--- src/inv_ncdf_pkg.sv ---
// Shared constants, fixed-point coefficients and item types for the
// inverse normal CDF core. No dependencies.
`default_nettype none

package inv_ncdf_pkg;

  localparam int PROB_BITS_DEF     = 32;
  localparam int OUT_FRAC_BITS_DEF = 24;
  localparam int QUEUE_DEPTH_DEF   = 4;

  // Internal fraction bits and mantissa width (m in [1,2), Q1.30)
  localparam int IFB = 28;
  localparam int EW  = 6;
  localparam int MW  = 31;

  localparam logic [31:0] LN2_Q30 = 32'h2C5C85FE;
  localparam logic [31:0] ONE_Q28 = 32'h1000_0000;

  // Rational approximation coefficients, rounded to Q.28
  localparam logic [31:0] C0_Q28 = 32'(((64'd2515517 << IFB) + 64'd500000) / 64'd1000000);
  localparam logic [31:0] C1_Q28 = 32'(((64'd802853 << IFB) + 64'd500000) / 64'd1000000);
  localparam logic [31:0] C2_Q28 = 32'(((64'd10328 << IFB) + 64'd500000) / 64'd1000000);
  localparam logic [31:0] D1_Q28 = 32'(((64'd1432788 << IFB) + 64'd500000) / 64'd1000000);
  localparam logic [31:0] D2_Q28 = 32'(((64'd189269 << IFB) + 64'd500000) / 64'd1000000);
  localparam logic [31:0] D3_Q28 = 32'(((64'd1308 << IFB) + 64'd500000) / 64'd1000000);

  typedef struct packed {
    logic zero;
    logic lower;
  } flags_t;

  typedef struct packed {
    flags_t          flags;
    logic [EW-1:0]   e;
    logic [MW-1:0]   m;
  } item_t;

endpackage

`default_nettype wire

--- src/inv_ncdf_queue.sv ---
// Small register FIFO between front and back end.
// Depends on inv_ncdf_pkg.
`default_nettype none

module inv_ncdf_queue #(
  parameter int DEPTH = inv_ncdf_pkg::QUEUE_DEPTH_DEF
) (
  input  wire                  clk,
  input  wire                  rst,
  input  wire                  push_valid,
  output logic                 push_ready,
  input  inv_ncdf_pkg::item_t  push_item,
  output logic                 pop_valid,
  input  wire                  pop,
  output inv_ncdf_pkg::item_t  pop_item
);

  localparam int AW = (DEPTH > 1) ? $clog2(DEPTH) : 1;
  localparam int CW = $clog2(DEPTH + 1);

  inv_ncdf_pkg::item_t mem [0:DEPTH-1];
  logic [AW-1:0] wr_ptr, rd_ptr;
  logic [CW-1:0] count;
  logic push_fire, pop_fire;

  assign push_ready = (count != CW'(DEPTH));
  assign pop_valid  = (count != '0);
  assign push_fire  = push_valid && push_ready;
  assign pop_fire   = pop && pop_valid;
  assign pop_item   = mem[rd_ptr];

  always_ff @(posedge clk) begin
    if (rst) begin
      wr_ptr <= '0;
      rd_ptr <= '0;
      count  <= '0;
    end else begin
      if (push_fire) wr_ptr <= (wr_ptr == AW'(DEPTH-1)) ? '0 : wr_ptr + AW'(1);
      if (pop_fire)  rd_ptr <= (rd_ptr == AW'(DEPTH-1)) ? '0 : rd_ptr + AW'(1);
      if (push_fire && !pop_fire)      count <= count + CW'(1);
      else if (pop_fire && !push_fire) count <= count - CW'(1);
    end
  end

  always_ff @(posedge clk) begin
    if (push_fire) mem[wr_ptr] <= push_item;
  end

`ifndef NO_ASSERTIONS
  a_count_bound: assert property (@(posedge clk) disable iff (rst)
    count <= CW'(DEPTH)) else $error("queue count overflow");

  a_empty_pass: assert property (@(posedge clk) disable iff (rst)
    (push_fire && count == '0) |=> (pop_valid && pop_item == $past(push_item)))
    else $error("item pushed to empty queue not visible");
`endif

endmodule

`default_nettype wire

--- config.mk ---
export PLATFORM = sky130hd
export DESIGN_NAME = inv_ncdf_queue
export DESIGN_NICKNAME = d
export VERILOG_FILES = /design/src/inv_ncdf_pkg.sv /design/src/inv_ncdf_queue.sv
export SDC_FILE = /design/constraint.sdc
export NUM_CORES = 1
export LEC_CHECK = 0
export BUFFER_PORTS_ARGS = -buffer_cell sky130_fd_sc_hd__buf_2
export CAP_MARGIN = 30
export CORE_ASPECT_RATIO = 1.1
export CORE_MARGIN = 3
export CORE_UTILIZATION = 56
export CTS_BUF_LIST = sky130_fd_sc_hd__clkbuf_16
export CTS_CLUSTER_DIAMETER = 40
export DETAILED_ROUTE_END_ITERATION = 10
export GPL_ROUTABILITY_DRIVEN = 0
export GPL_TIMING_DRIVEN = 0
export PLACE_DENSITY = 0.76
export SYNTH_ARGS = -nofsm -noshare
export SYNTH_HDL_FRONTEND = slang
export SYNTH_SLANG_ARGS = --single-unit
--- constraint.sdc ---
create_clock -name clk -period 2.45 [get_ports clk]
set_input_delay 0.3675 -clock clk [delete_from_list [all_inputs] [get_ports clk]]
set_output_delay 0.3675 -clock clk [all_outputs]
set_load 0.02 [all_outputs]
==> impl_metrics.tcl <==
set metrics [dict create \
    drcViolationCount 0 \
    switching_share_pct 27.45 \
    yosysWarnings 0 \
    finalPower_mw 8.040 \
    root_buffer "clkbuf_16" \
    clk_latency_ns 0.41 \
    cellPowerDensity_nw_per_um2 1084 \
    portBuffers 82 \
    crit_path_start_kind "register" \
    die_area_um2 12170 \
    setup_viol 0 \
    fin_nets 406 \
    synth.net_count 301 \
    p_int_mw 5.833 \
    cts_buffer_depth 2 \
    grt_pass1_vias 2937 \
    outcome "finished clean" \
    worst_pin_slew_ns 0.6573 \
    p_leak_nw 2.565 \
    cts_tree "done" \
    wl_per_cell_um 20.29 \
    cp.arrival_ns 2.62 \
    synth.most_common_cell "edfxtp_1" \
    slew_headroom_pct 56.18 \
    fp-row-count 39 \
    synth_cells 251 \
    ys_top_cells_by_count "edfxtp_1 (156), mux4_2 (39), dfxtp_1 (9)" \
    required_ns 2.78 \
    slew_viol_final 0 \
    grt_use_total_pct 18.65 \
    cts_hold_buf 0 \
    cp_max_fo 7 \
    p_clk_share_pct 33.7 \
    end_kind "register" \
    fin_crit_sh_pct 93.41 \
    dpl_cell_area_um2 6778 \
    comb_power_share_pct 22.2 \
    power.switching_mw 2.207 \
    hp-class "input port to register" \
    maxCapViolations 0 \
    crit_type "register to register" \
    hold_viol 0 \
    hpwl_um 6740 \
    drt-initial-drc-count 189 \
    vdd_drop_max_uv 755.2 \
    pin_count 84 \
    synth_top_area_share_pct 76.88 \
    synth-main-ff-cell "edfxtp_1" \
    cts_buffers 17 \
    vias 2824 \
    grt_pass1_wl_um 16300 \
    final_layout_size_suffix_gt1_share_pct 47.70 \
    async_flop_share_pct 0 \
    avgSynthCellArea_um2 24.28 \
    drt-total-wl_um 10390 \
    overflow 0 \
    yosysSeqAreaShare_pct 79.84 \
    drtAntennaViolNets 0 \
    synth_seq_cells 165 \
    synthTopCellsByArea "edfxtp_1 (77%), mux4_2 (14%), dfxtp_1 (3.0%), ha_1 (1.2%), mux2i_1 (0.49%)" \
    firstDrtPassIters 4 \
    reg2reg_depth 9 \
    die-height_um 115.4 \
    htreeDepth 4 \
    synth-edff-count 156 \
    n_antenna_cell 0 \
    sequentialPowerShare_pct 44.1 \
    synth_cell_type_count 27 \
    antenna_found_initial 0 \
    final.setup_skew_ns 0.008258 \
    die_width_um 105.5 \
    cts.clk_slew.worst_paths_ns 0.07 \
    core_um2 10490 \
    synth_top_area_cell "edfxtp_1" \
    finalCriticalPeriod_ns 2.288 \
    grt_max_degree 23 \
    max_freq_mhz 437.0 \
    drt-vias-per-instance 5.516 \
    stdcell_area_um2 7420 \
    whs_path_depth 1 \
    syn-cell-area_um2 6093 \
    area_growth_pct 21.77 \
    numClockSinks 165 \
    start_util_pct 58.08 \
]
cell usage in the layout, fill, tap and decap left out, types with 2 or more instances in the layout:
master     count
mux2i_1        3
xor2_1         2
buf_6          2
buf_12         2
inv_1          3
a21oi_1        2
mux4_2        39
clkinv_4       4
buf_16         2
nand2b_1       2
edfxtp_1     156
dfxtp_1        6
clkbuf_16     17
bufinv_16      3
ha_1           6
and3_2         4
dfxtp_4        2
nor2_1         3
or3_2          2
buf_2         86
clkbuf_1       3
inv_6          6
layer usage:
metal | wire (um) | track usage (%) | vias to the layer above
met5 | 0 | 0 | -
met2 | 5362 | 29.42 | 72
li1 | - | - | 1272
met1 | 4495 | 25.32 | 1470
met4 | 95 | 6.474 | 0
met3 | 435 | 5.615 | 10
cell families (layout without fill, tap and decap cells):
family,after synthesis,count (layout),synth area share (%)
compound gates,5,5,0.5749
xor+xnor,2,2,0.2875
fa+ha+maj,7,7,1.561
buf+inv,13,131,1.088
flops,165,165,79.84
mux,42,42,14.91
simple gates,17,17,1.745
area by class of cell:
class	count	area, um2
clock inverters	15	190.2
flip-flops and latches	165	4873
repair buffers	86	505.5
multi-input cells	73	1176
clock buffers	17	425.4
well taps	143	178.9
fillers	647	3072
plain buffers	10	58.81
inverters	3	11.26
worst max-delay path: stages, from the launching register on:
cell	delay, ns
dfxtp_2	0.35
or3b_1	0.16
clkbuf_2	0.15
and2_4	0.18
ha_1	0.18
inv_1	0.06
fa_1	0.40
xor2_1	0.19
or3_2	0.41
a21oi_1	0.14
flip-flops by register name, indices dropped and copies added, names as in the netlist, named ones only:
register / count
count: 3
mem: 156
rd_ptr: 2
wr_ptr: 2
power groups by stage:
stage / logic, mW / clock network, mW / registers (mW)
6_report: 1.79 / 2.71 / 3.54
3_3_place_gp: 1.71 / 0 / 3.56
3_5_place_dp: 1.81 / 0 / 3.58
5_1_grt: 1.94 / 2.90 / 3.57
4_1_cts: 1.81 / 2.76 / 3.53
2_1_floorplan: 1.24 / 0 / 3.55
metrics by stage:
step	hold WS (ns)	instances	setup WS (ns)	setup TNS, ns	utilization (%)
3_5_place_dp	0.4853	480	-0.03079	-0.03079	64.60
3_3_place_gp	0.4801	476	0.07643	0	63.70
6_report	0.1672	512	0.1615	0	70.72
4_1_cts	0.1497	512	0.08554	0	70.52
5_1_grt	0.1476	512	-0.003484	-0.003484	70.72
2_1_floorplan	0.4634	251	0.2099	0	-
path summary, 6_finish.rpt:
check                    startpoint                     to  slack, ns
max           count[2]$_SDFFE_PP0P_  count[2]$_SDFFE_PP0P_       0.16
min                    push_item[0]    mem[0][0]$_DFFE_PP_       0.17
max reg2reg   count[2]$_SDFFE_PP0P_  count[2]$_SDFFE_PP0P_       0.16
min reg2reg  rd_ptr[0]$_SDFFE_PP0P_               register       0.49
what timing repair did:
action,in CTS,in global routing
hold endpoints to repair,0,0
resized for setup,1,7
setup buffers,0,0
endpoints found under the setup margin,1,2
Power figures use the tool's default switching activity.
