File: src/inv_ncdf_pkg.sv
// Shared constants, fixed-point coefficients and item types for the
// inverse normal CDF core. No dependencies.
`default_nettype none

package inv_ncdf_pkg;

  localparam int PROB_BITS_DEF     = 32;
  localparam int OUT_FRAC_BITS_DEF = 24;
  localparam int QUEUE_DEPTH_DEF   = 4;

  // Internal fraction bits and mantissa width (m in [1,2), Q1.30)
  localparam int IFB = 28;
  localparam int EW  = 6;
  localparam int MW  = 31;

  localparam logic [31:0] LN2_Q30 = 32'h2C5C85FE;
  localparam logic [31:0] ONE_Q28 = 32'h1000_0000;

  // Rational approximation coefficients, rounded to Q.28
  localparam logic [31:0] C0_Q28 = 32'(((64'd2515517 << IFB) + 64'd500000) / 64'd1000000);
  localparam logic [31:0] C1_Q28 = 32'(((64'd802853 << IFB) + 64'd500000) / 64'd1000000);
  localparam logic [31:0] C2_Q28 = 32'(((64'd10328 << IFB) + 64'd500000) / 64'd1000000);
  localparam logic [31:0] D1_Q28 = 32'(((64'd1432788 << IFB) + 64'd500000) / 64'd1000000);
  localparam logic [31:0] D2_Q28 = 32'(((64'd189269 << IFB) + 64'd500000) / 64'd1000000);
  localparam logic [31:0] D3_Q28 = 32'(((64'd1308 << IFB) + 64'd500000) / 64'd1000000);

  typedef struct packed {
    logic zero;
    logic lower;
  } flags_t;

  typedef struct packed {
    flags_t          flags;
    logic [EW-1:0]   e;
    logic [MW-1:0]   m;
  } item_t;

endpackage

`default_nettype wire

File: src/inv_ncdf_front.sv
// Front end: accepts probabilities, folds to the tail, normalizes.
// Depends on inv_ncdf_pkg.
`default_nettype none

module inv_ncdf_front #(
  parameter int PROB_BITS = inv_ncdf_pkg::PROB_BITS_DEF
) (
  input  wire                         clk,
  input  wire                         rst,
  input  wire                         s_tvalid,
  output logic                        s_tready,
  input  wire  [31:0]                 s_tdata,
  output logic                        out_valid,
  input  wire                         out_ready,
  output inv_ncdf_pkg::item_t         out_item
);

  localparam int EW = inv_ncdf_pkg::EW;
  localparam int MW = inv_ncdf_pkg::MW;

  logic en;
  logic [PROB_BITS-1:0] p_in;
  logic [PROB_BITS-1:0] q_in;
  logic                 lower_in;

  logic                 v1, v2, v3;
  inv_ncdf_pkg::flags_t f1, f2;
  logic [PROB_BITS-1:0] q1, q2;
  logic [EW-1:0]        e_c, e2;
  logic [PROB_BITS+MW-2:0] wide;
  inv_ncdf_pkg::item_t  item3;

  assign en       = !(v3 && !out_ready);
  assign s_tready = en;

  assign p_in     = PROB_BITS'(s_tdata);
  assign lower_in = !p_in[PROB_BITS-1];
  assign q_in     = lower_in ? p_in : (PROB_BITS'(0) - p_in);

  // leading one position
  always_comb begin
    e_c = '0;
    for (int i = 0; i < PROB_BITS; i++) begin
      if (q1[i]) e_c = EW'(i);
    end
  end

  assign wide = {q2, (MW-1)'(0)} >> e2;

  always_ff @(posedge clk) begin
    if (rst) begin
      v1 <= 1'b0;
      v2 <= 1'b0;
      v3 <= 1'b0;
    end else if (en) begin
      v1 <= s_tvalid;
      v2 <= v1;
      v3 <= v2;
    end
  end

  always_ff @(posedge clk) begin
    if (en) begin
      f1.zero     <= (p_in == '0);
      f1.lower    <= lower_in;
      q1          <= q_in;
      f2          <= f1;
      q2          <= q1;
      e2          <= e_c;
      item3.flags <= f2;
      item3.e     <= e2;
      item3.m     <= wide[MW-1:0];
    end
  end

  assign out_valid = v3;
  assign out_item  = item3;

endmodule

`default_nettype wire

File: config.mk
export PLATFORM = sky130hd
export DESIGN_NAME = inv_ncdf_front
export DESIGN_NICKNAME = d
export VERILOG_FILES = /design/src/inv_ncdf_pkg.sv /design/src/inv_ncdf_front.sv
export SDC_FILE = /design/constraint.sdc
export NUM_CORES = 1
export LEC_CHECK = 0
export BUFFER_PORTS_ARGS = -buffer_cell sky130_fd_sc_hd__buf_2
export CORE_MARGIN = 2
export CORE_UTILIZATION = 63
export DETAILED_ROUTE_END_ITERATION = 8
export PLACE_DENSITY = 0.92
export SLEW_MARGIN = 20
export SYNTH_ARGS = -nofsm -noshare
export SYNTH_HDL_FRONTEND = slang
export SYNTH_SLANG_ARGS = --single-unit
export TNS_END_PERCENT = 10
File: constraint.sdc
create_clock -name clk -period 6.1 [get_ports clk]
set_input_delay 0.305 -clock clk [delete_from_list [all_inputs] [get_ports clk]]
set_output_delay 0.305 -clock clk [all_outputs]
set_load 0.05 [all_outputs]
==> results of run 1 <==
-- worst max-delay path, cell delays in order, from the launching register on --
cell and delay, ns:
edfxtp_1 0.82, clkinv_1 0.48, a221oi_1 0.54, mux2i_1 0.17
o221a_2 0.27
-- logic make-up (layout without fill, tap and decap cells) --
kind of cell	after synthesis	count (layout)	synth area share, %
DFF	114	114	55.93
other	1	1	0.06181
and+or+nand+nor	142	142	11.65
buffers and inverters	38	126	2.598
xor gates and xnor gates	29	29	4.187
adders and majority gates	1	1	0.2062
AOI/OAI and AO/OA	119	119	14.11
muxes	52	52	11.26
-- flip-flops by register name (all words and copies together), names as in the netlist, 2 cells and up --
register	count
out_item	38
f2	2
q1	32
q2	32
f1	2
e2	5
-- layout make-up --
| type | instances | area share, % |
|---|---|---|
| inverters | 13 | 0.6859 |
| repair buffers | 81 | 5.944 |
| well taps | 129 | 2.269 |
| clock inverters | 15 | 2.110 |
| flip-flops and latches | 114 | 47.70 |
| multi-input cells | 344 | 35.47 |
| clock buffers | 17 | 5.821 |
-- worst max path at each step --
| stage | from | cells past startpoint | slack, ns | endpoint |
|---|---|---|---|---|
| detailed placement | e2[2]$_SDFFCE_PP1N_ | 4 | 3.60 | out_item[29]$_DFFE_PN_ |
| global placement | e2[2]$_SDFFCE_PP1N_ | 4 | 3.74 | out_item[29]$_DFFE_PN_ |
| floorplan | out_valid$_SDFFE_PP0N_ | 3 | 2.03 | v1$_SDFFE_PP0N_ |
| finish | e2[2]$_SDFFCE_PP1N_ | 4 | 3.56 | out_item[29]$_DFFE_PN_ |
| global route | e2[2]$_SDFFCE_PP1N_ | 4 | 3.43 | out_item[29]$_DFFE_PN_ |
| CTS | e2[2]$_SDFFCE_PP1N_ | 4 | 3.60 | out_item[29]$_DFFE_PN_ |
-- through the flow --
step / cell area, um2 / hold WS (ns) / util, % / power, mW / worst slack (ns)
floorplan: 6067 / 0.3741 / - / 1.682 / 2.030
global placement: 6540 / 0.4002 / 70.44 / 1.859 / 3.739
detailed placement: 6540 / 0.4063 / 70.44 / 1.871 / 3.603
CTS: 7114 / 0.01221 / 76.63 / 2.811 / 3.600
global route: 7114 / 0.01625 / 76.63 / 2.911 / 3.425
finish: 7114 / 0.01752 / 76.63 / 2.812 / 3.561
-- power by group --
group / switching [mW] / internal, mW / leakage (nW) / total [mW]
registers: 0.0691 / 1.02 / 1.19 / 1.09
logic: 0.537 / 0.249 / 1.23 / 0.786
clock network: 0.390 / 0.552 / 0.270 / 0.941
-- cell usage in the layout, fill, tap and decap left out, types with 4 or more instances in the layout --
| cell | netlist | routed |
|---|---|---|
| o22ai_1 | 13 | 13 |
| o221ai_1 | 9 | 9 |
| buf_4 | 3 | 5 |
| nor4_1 | 6 | 6 |
| a21oi_1 | 14 | 14 |
| o31ai_1 | 8 | 8 |
| nand2b_1 | 7 | 6 |
| nand3_1 | 9 | 9 |
| xnor2_1 | 28 | 28 |
| mux2i_1 | 21 | 21 |
| nand2_1 | 37 | 37 |
| inv_1 | 12 | 12 |
| mux4_2 | 11 | 11 |
| mux2_2 | 20 | 20 |
| nor2_1 | 44 | 44 |
| edfxtp_1 | 111 | 111 |
| nor3_1 | 11 | 11 |
| inv_6 | 0 | 5 |
| nor2b_1 | 5 | 5 |
| or2_2 | 6 | 6 |
| or4_1 | 4 | 4 |
| buf_2 | 3 | 75 |
| o21ai_0 | 20 | 20 |
| clkbuf_16 | 0 | 16 |
| a22oi_1 | 9 | 9 |
| a211oi_1 | 4 | 4 |
| a221oi_1 | 4 | 4 |
-- metal layers --
metal  GRT usage, %  wire, um  vias up
met4          14.56       537        0
met1          34.12      5438     2148
met3          6.635       902       48
met2          47.82      7062      257
li1               -         -     2095
met5              0         0        -
-- timing repair --
item / CTS / global route
hold buffers: 1 / 0
hold endpoints to repair: 3 / 0
setup endpoints to repair: 0 / 0
==> metrics.csv, run 1 <==
metric,value,unit
yosys.area.top_type,edfxtp_1,
vias_per_cell,6.379,
syn-num-nets,533,
yosysWarningCount,0,
wl,13.94,mm
nFillCells,615,
syn_area,6067,um2
clock-root-buffer,clkbuf_8,
grtUsageTotal,28.32,%
seq_area,3393,um2
design.core.area,9284,um2
cts_tree,yes,
ir_drop,238.5,uV
drive_above_1_share,27.57,%
firstDrtPassIters,5,
ant_nets,0,
std_cell_rows,35,
antenna_found_initial,0,
synth_cell_type_count,63,
synth-main-ff-cell,edfxtp_1,
seq_area_frac_synth,55.93,%
die_w,102.1,um
yosys-top-cells-count,"111 x edfxtp_1, 44 x nor2_1, 37 x nand2_1",
fin_nets,608,
cts_made_buffers,17,
post_cts_buffers,0,
timing.final.crit_share,41.62,%
die_h,102.1,um
crit_path_end_kind,flip-flop,
hold_start,s_tvalid,
r2r_cells,4,
critPathMaxFanout,26,
grt_max_degree,75,
maxSlewViolCount,0,
period_minus_slack,2.539,ns
cts_resized,0,
cap_violations,0,
fin_skew,0.01020,ns
placed_cells,680,
dp_hpwl,9.585,mm
syn_area_per_cell,12.23,um2
power.density,395.2,nW/um2
whs_endpoint,v1$_SDFFE_PP0N_,
leakage,2.691,nW
synth-edff-count,111,
wire_per_inst,19.55,um
num_antenna_cells,0,
synth-seq-cells,114,
area_delta_synth_final,17.26,%
clk_pin_slew_worst_paths,0.07,ns
status,"complete, no violations",
synth_top_cell_area_share,54.94,%
cp_data_arrival_time,2.82,ns
ys_async_sr_fraction,0,%
synth.most_common_cell,edfxtp_1,
slew-limit-headroom,42.58,%
final-hold-violation-count,0,
drc,0,
instances_no_fill,713,
rr_startpoint,e2[2]$_SDFFCE_PP1N_,
cp-start-kind,flip-flop,
port-buffer-count,75,
r2r_slack,3.56,ns
first_global_vias,4309,
clock_latency,0.53,ns
syn_inst,496,
clk_path_buf_depth,2,
max_clock_freq,393.8,MHz
reg2reg_to,out_item[29]$_DFFE_PN_,
setup_violations,0,
required,6.38,ns
multi_input_area,2524,um2
ios,77,
max_slew.worst_pin.slew,0.8612,ns
rsz0062_at_grt,no,
cts_sinks,114,
netlist_top_cells_area,"edfxtp_1 55%, mux4_2 4.1%, xnor2_1 4.0%, mux2_2 3.7%, mux2i_1 3.5%",
grt_pass1_wl,22.11,mm
vias,4548,
htreeDepth,4,
start_util,65.35,%
hold_depth,3,
crit_type,reg -> reg,
worstHoldPathType,in -> reg,
gp_congestion,0.9214,
finalSetupTns,0,ns
drtIter0Drc,280,
grt-ovfl-total,0,
die_area,10430,um2
Power figures use the tool's default switching activity.
==> run 2, diff against run 1 <==
ABC_AREA = 1   (was not set)
CORE_UTILIZATION = 53   (was 63)
PLACE_DENSITY = 0.83   (was 0.92)
clock period = 2.3 ns   (was 6.1 ns; I/O delays follow)
==> metrics.csv, run 2 <==
metric,value,unit
status,"complete, no violations",
critPathMaxFanout,2,
clk_pin_slew_worst_paths,0.06,ns
die_area,12310,um2
slowest_stage,edfxtp_1,
synth_top_cell_area_share,54.98,%
leakage,3.206,nW
synth-seq-cells,114,
nFillCells,863,
r2r_cells,28,
vias,4694,
hold_slack,0.01327,ns
std_cell_rows,39,
clk_path_buf_depth,2,
largest_reg_flops,38,
rsz0062_at_grt,yes,
first_global_vias,4458,
start_util,53.78,%
gp_congestion,0.8926,
fin_nets,786,
yosys-top-cells-count,"175 x nand2_1, 111 x edfxtp_1, 71 x o21ai_0",
clock-root-buffer,clkbuf_16,
startpoint,q1[3]$_DFFE_PN_,
endpoint,e2[0]$_SDFFCE_PP1N_,
grt_max_degree,76,
finalSetupTns,0,ns
worstHoldPathType,in -> reg,
dp_hpwl,8.410,mm
synth-main-ff-cell,edfxtp_1,
drtIter0Drc,204,
yosysWarningCount,0,
clock_latency,0.40,ns
critical_path.top_delay_family,simple AND/OR/NAND/NOR gates,
yosys.area.top_type,edfxtp_1,
crit_top_cell,nand2_1,
cap_violations,0,
syn_inst,666,
ys_async_sr_fraction,0,%
syn_area_per_cell,9.102,um2
final-hold-violation-count,0,
cp-start-kind,flip-flop,
slowest_delay,0.38,ns
met1_length,5.259,mm
ios,77,
wire_per_inst,13.10,um
grt_pass1_wl,19.71,mm
layout_commonest_cell,nand2_1,
synth-edff-count,111,
cts_made_buffers,17,
seq_area,3397,um2
wl_met2,5.768,mm
cts_tree,yes,
syn-num-nets,703,
crit_buf_inv,1,
routed-wl-met3,584,um
final_core_util,65.05,%
reg2reg_to,e2[0]$_SDFFCE_PP1N_,
grt-ovfl-total,0,
fin_ws,0.1447,ns
num_antenna_cells,0,
antenna_found_initial,0,
wl,11.85,mm
grtUsageTotal,19.43,%
multi_input_area,2272,um2
drc,0,
setup_violations,0,
max_clock_freq,464.0,MHz
power.density,1068,nW/um2
synth_cell_type_count,43,
top_layer,met4,
total_power,7.831,mW
syn_area,6062,um2
cp_data_arrival_time,2.30,ns
crit_type,reg -> reg,
pre_cts_ws,-0.02351,ns
vias_per_cell,5.187,
port-buffer-count,75,
period_minus_slack,2.155,ns
cts_sinks,114,
r2r_slack,0.14,ns
seq_area_frac_synth,55.98,%
timing.final.crit_share,93.71,%
htreeDepth,4,
crit_path_end_kind,flip-flop,
required,2.44,ns
max_slew.worst_pin.slew,0.6608,ns
final_cell_mix,"174 x nand2_1, 111 x edfxtp_1, 75 x buf_2",
die_w,110.9,um
ir_drop,745.0,uV
synth.most_common_cell,nand2_1,
ant_nets,0,
area_delta_synth_final,20.95,%
die_h,110.9,um
drive_above_1_share,19.95,%
netlist_top_cells_area,"edfxtp_1 55%, nand2_1 11%, o21ai_0 5.9%, inv_1 4.1%, nor2_1 3.2%",
maxSlewViolCount,0,
fin_skew,0.008369,ns
critical_path_cell_count,28,
rr_startpoint,q1[3]$_DFFE_PN_,
firstDrtPassIters,5,
design.core.area,11270,um2
slew-limit-headroom,55.90,%
## run 2: cell types whose count changed after synthesis, moves of 12 or more
cell     previous run  this run
xnor2_1            28        15
inv_1              12        67
mux2i_1            21         9
nand2_1            37       175
nand3_1             9        34
o21ai_0            20        71
mux2_2             20         0
xor2_1              1        13
## run 2: cell type report
cell class	instances	area share, %
Sequential cell	114	46.33
Multi-Input combinational cell	447	30.99
Timing Repair Buffer	95	7.440
Clock buffer	18	5.853
Inverter	74	3.840
Clock inverter	14	3.106
Tap cell	143	2.440
## run 2: through the flow
step | instances | cell area [um2]
3_3_place_gp | 865 | 6605
4_1_cts | 900 | 7292
2_1_floorplan | 666 | 6077
5_1_grt | 905 | 7332
3_5_place_dp | 865 | 6605
6_report | 905 | 7332
## run 2: what timing repair did
item / CTS / global route
setup buffers: 0 / 5
hold endpoints to repair: 4 / 0
setup endpoints to repair: 0 / 18
gates resized for setup: 0 / 5
hold buffers: 3 / 0
## run 2: how the worst min path moves through the flow
stage | from | to | slack (ns) | cells after the start
floorplan | rst | out_valid$_SDFFE_PP0N_ | 0.17 | 1
global placement | rst | out_valid$_SDFFE_PP0N_ | 0.29 | 2
detailed placement | rst | out_valid$_SDFFE_PP0N_ | 0.31 | 2
CTS | s_tdata[28] | f1[1]$_DFFE_PN_ | 0.008 | 2
global route | s_tdata[28] | f1[1]$_DFFE_PN_ | 0.01 | 2
finish | s_tdata[28] | f1[1]$_DFFE_PN_ | 0.01 | 2
## run 2: kinds of logic after synthesis
family,synth area share [%]
flops,55.98
xor+xnor,4.314
simple gates,20.85
fa+ha+maj,0.2064
buf+inv,6.708
mux,1.486
compound gates,10.40
other cells,0.06186
## run 2: layer usage
| metal | up-vias | GRT usage [%] |
|---|---|---|
| met5 | - | 0 |
| met4 | 0 | 7.167 |
| met3 | 18 | 4.429 |
| met2 | 150 | 33.74 |
| met1 | 2111 | 23.77 |
| li1 | 2415 | - |
## run 2: power by group
| group | total, mW | internal, mW | switching [mW] |
|---|---|---|---|
| Sequential | 2.86 | 2.71 | 0.143 |
| Combinational | 2.09 | 0.550 | 1.54 |
| Clock | 2.88 | 1.94 | 0.941 |
==> run 3, diff against run 2 <==
CORE_MARGIN = 1.5   (was 2)
==> metrics.csv, run 3 (synthesized netlist as in run 2, its figures left out) <==
metric,value,unit
timing.final.crit_share,93.97,%
nFillCells,859,
layout_commonest_cell,nand2_1,
swShare,35.22,%
ir_drop,779.4,uV
die_h,109.9,um
grt-ovfl-total,0,
multi_input_area,2272,um2
drc,0,
clock-root-buffer,clkbuf_16,
hold_slack,0.02202,ns
period_minus_slack,2.161,ns
ant_nets,0,
port-buffer-count,75,
vias_per_cell,5.343,
p_comb_share,27.9,%
r2r_cells,8,
vias,4846,
rsz0062_at_grt,yes,
crit_path_end_kind,flip-flop,
std_cell_rows,38,
p_clk_share,34.0,%
critPathMaxFanout,10,
total_power,7.517,mW
max_slew.worst_pin.slew,0.6581,ns
pre_cts_ws,-0.006299,ns
setup_violations,0,
wl,12.34,mm
htreeDepth,4,
maxSlewViolCount,0,
slew-limit-headroom,56.03,%
placed_cells,870,
die_area,12090,um2
hold_depth,2,
clock_latency,0.42,ns
antenna_found_initial,0,
fin_skew,0.006871,ns
seq_power_share,38.1,%
worstHoldPathType,in -> reg,
cp_data_arrival_time,2.31,ns
crit_type,reg -> reg,
clk_path_buf_depth,2,
power.density,1029,nW/um2
drtIter0Drc,205,
firstDrtPassIters,5,
num_antenna_cells,0,
die_w,109.9,um
grt_max_degree,40,
fin_nets,791,
instances_no_fill,907,
grtUsageTotal,22.05,%
seq_area,3397,um2
design.core.area,10980,um2
first_global_vias,4438,
leakage,3.196,nW
status,"complete, no violations",
final_cell_mix,"174 x nand2_1, 111 x edfxtp_1, 75 x buf_2",
p_sw,2.647,mW
cts_made_buffers,17,
cap_violations,0,
fin_ws,0.1388,ns
final_core_util,66.53,%
final-hold-violation-count,0,
finalSetupTns,0,ns
grt_pass1_wl,20.26,mm
postPlaceCellArea,6674,um2
gp_congestion,0.8794,
area_delta_synth_final,20.54,%
drive_above_1_share,20.21,%
required,2.45,ns
cts_sinks,114,
wire_per_inst,13.61,um
cts_tree,yes,
final_area,7307,um2
clk_pin_slew_worst_paths,0.05,ns
start_util,55.19,%
cp-start-kind,flip-flop,
p_int,4.870,mW
max_clock_freq,462.7,MHz
ios,77,
largest_reg_flops,38,
dp_hpwl,8.674,mm
run 3: critical path, cell delays in order, from the launching register on:
cell and delay (ns):
edfxtp_1 0.53, buf_4 0.21, buf_4 0.15, nand2_1 0.05
nand2_1 0.06, o21ai_0 0.27, o21ai_0 0.16, o21ai_0 0.30
o21ai_0 0.15
run 3: per-layer routing:
metal  wire [um]  vias to the layer above  global-route usage, %
met2        6067                      191                  36.91
met5           0                        -                      0
met1        5282                     2201                  26.80
li1            -                     2424                      -
met4         279                        0                  10.58
met3         714                       30                  5.276
run 3: path summary, 6_finish.rpt:
check | start | end | slack, ns
worst max-delay path | e2[0]$_SDFFCE_PP1N_ | out_item[27]$_DFFE_PN_ | 0.14
worst min-delay path | s_tdata[4] | q1[4]$_DFFE_PN_ | 0.02
worst min register to register | q1[0]$_DFFE_PN_ | q2[0]$_DFFE_PN_ | 0.42
worst max register to register | e2[0]$_SDFFCE_PP1N_ | out_item[27]$_DFFE_PN_ | 0.14
run 3: repair_timing:
action / CTS / global route
endpoints found under the hold margin: 5 / 0
resized for setup: 0 / 6
buffers inserted: 0 / 1
hold buffers: 4 / 0
setup endpoints to repair: 0 / 11
run 3: cell type report:
class / count / share of cell area [%]
Clock buffer: 18 / 5.873
Clock inverter: 14 / 2.106
Inverter: 74 / 3.853
Multi-Input combinational cell: 447 / 31.10
Sequential cell: 114 / 46.49
Tap cell: 140 / 2.397
Timing Repair Buffer: 100 / 8.185
run 3: power by group through the flow:
stage	sequential, mW	clock (mW)	combinational [mW]
after floorplan	3.59	0	0.857
after global placement	2.88	0	2.01
after detailed placement	2.91	0	2.04
after CTS	2.87	2.58	2.07
after global routing	2.91	2.68	2.29
final	2.87	2.55	2.10
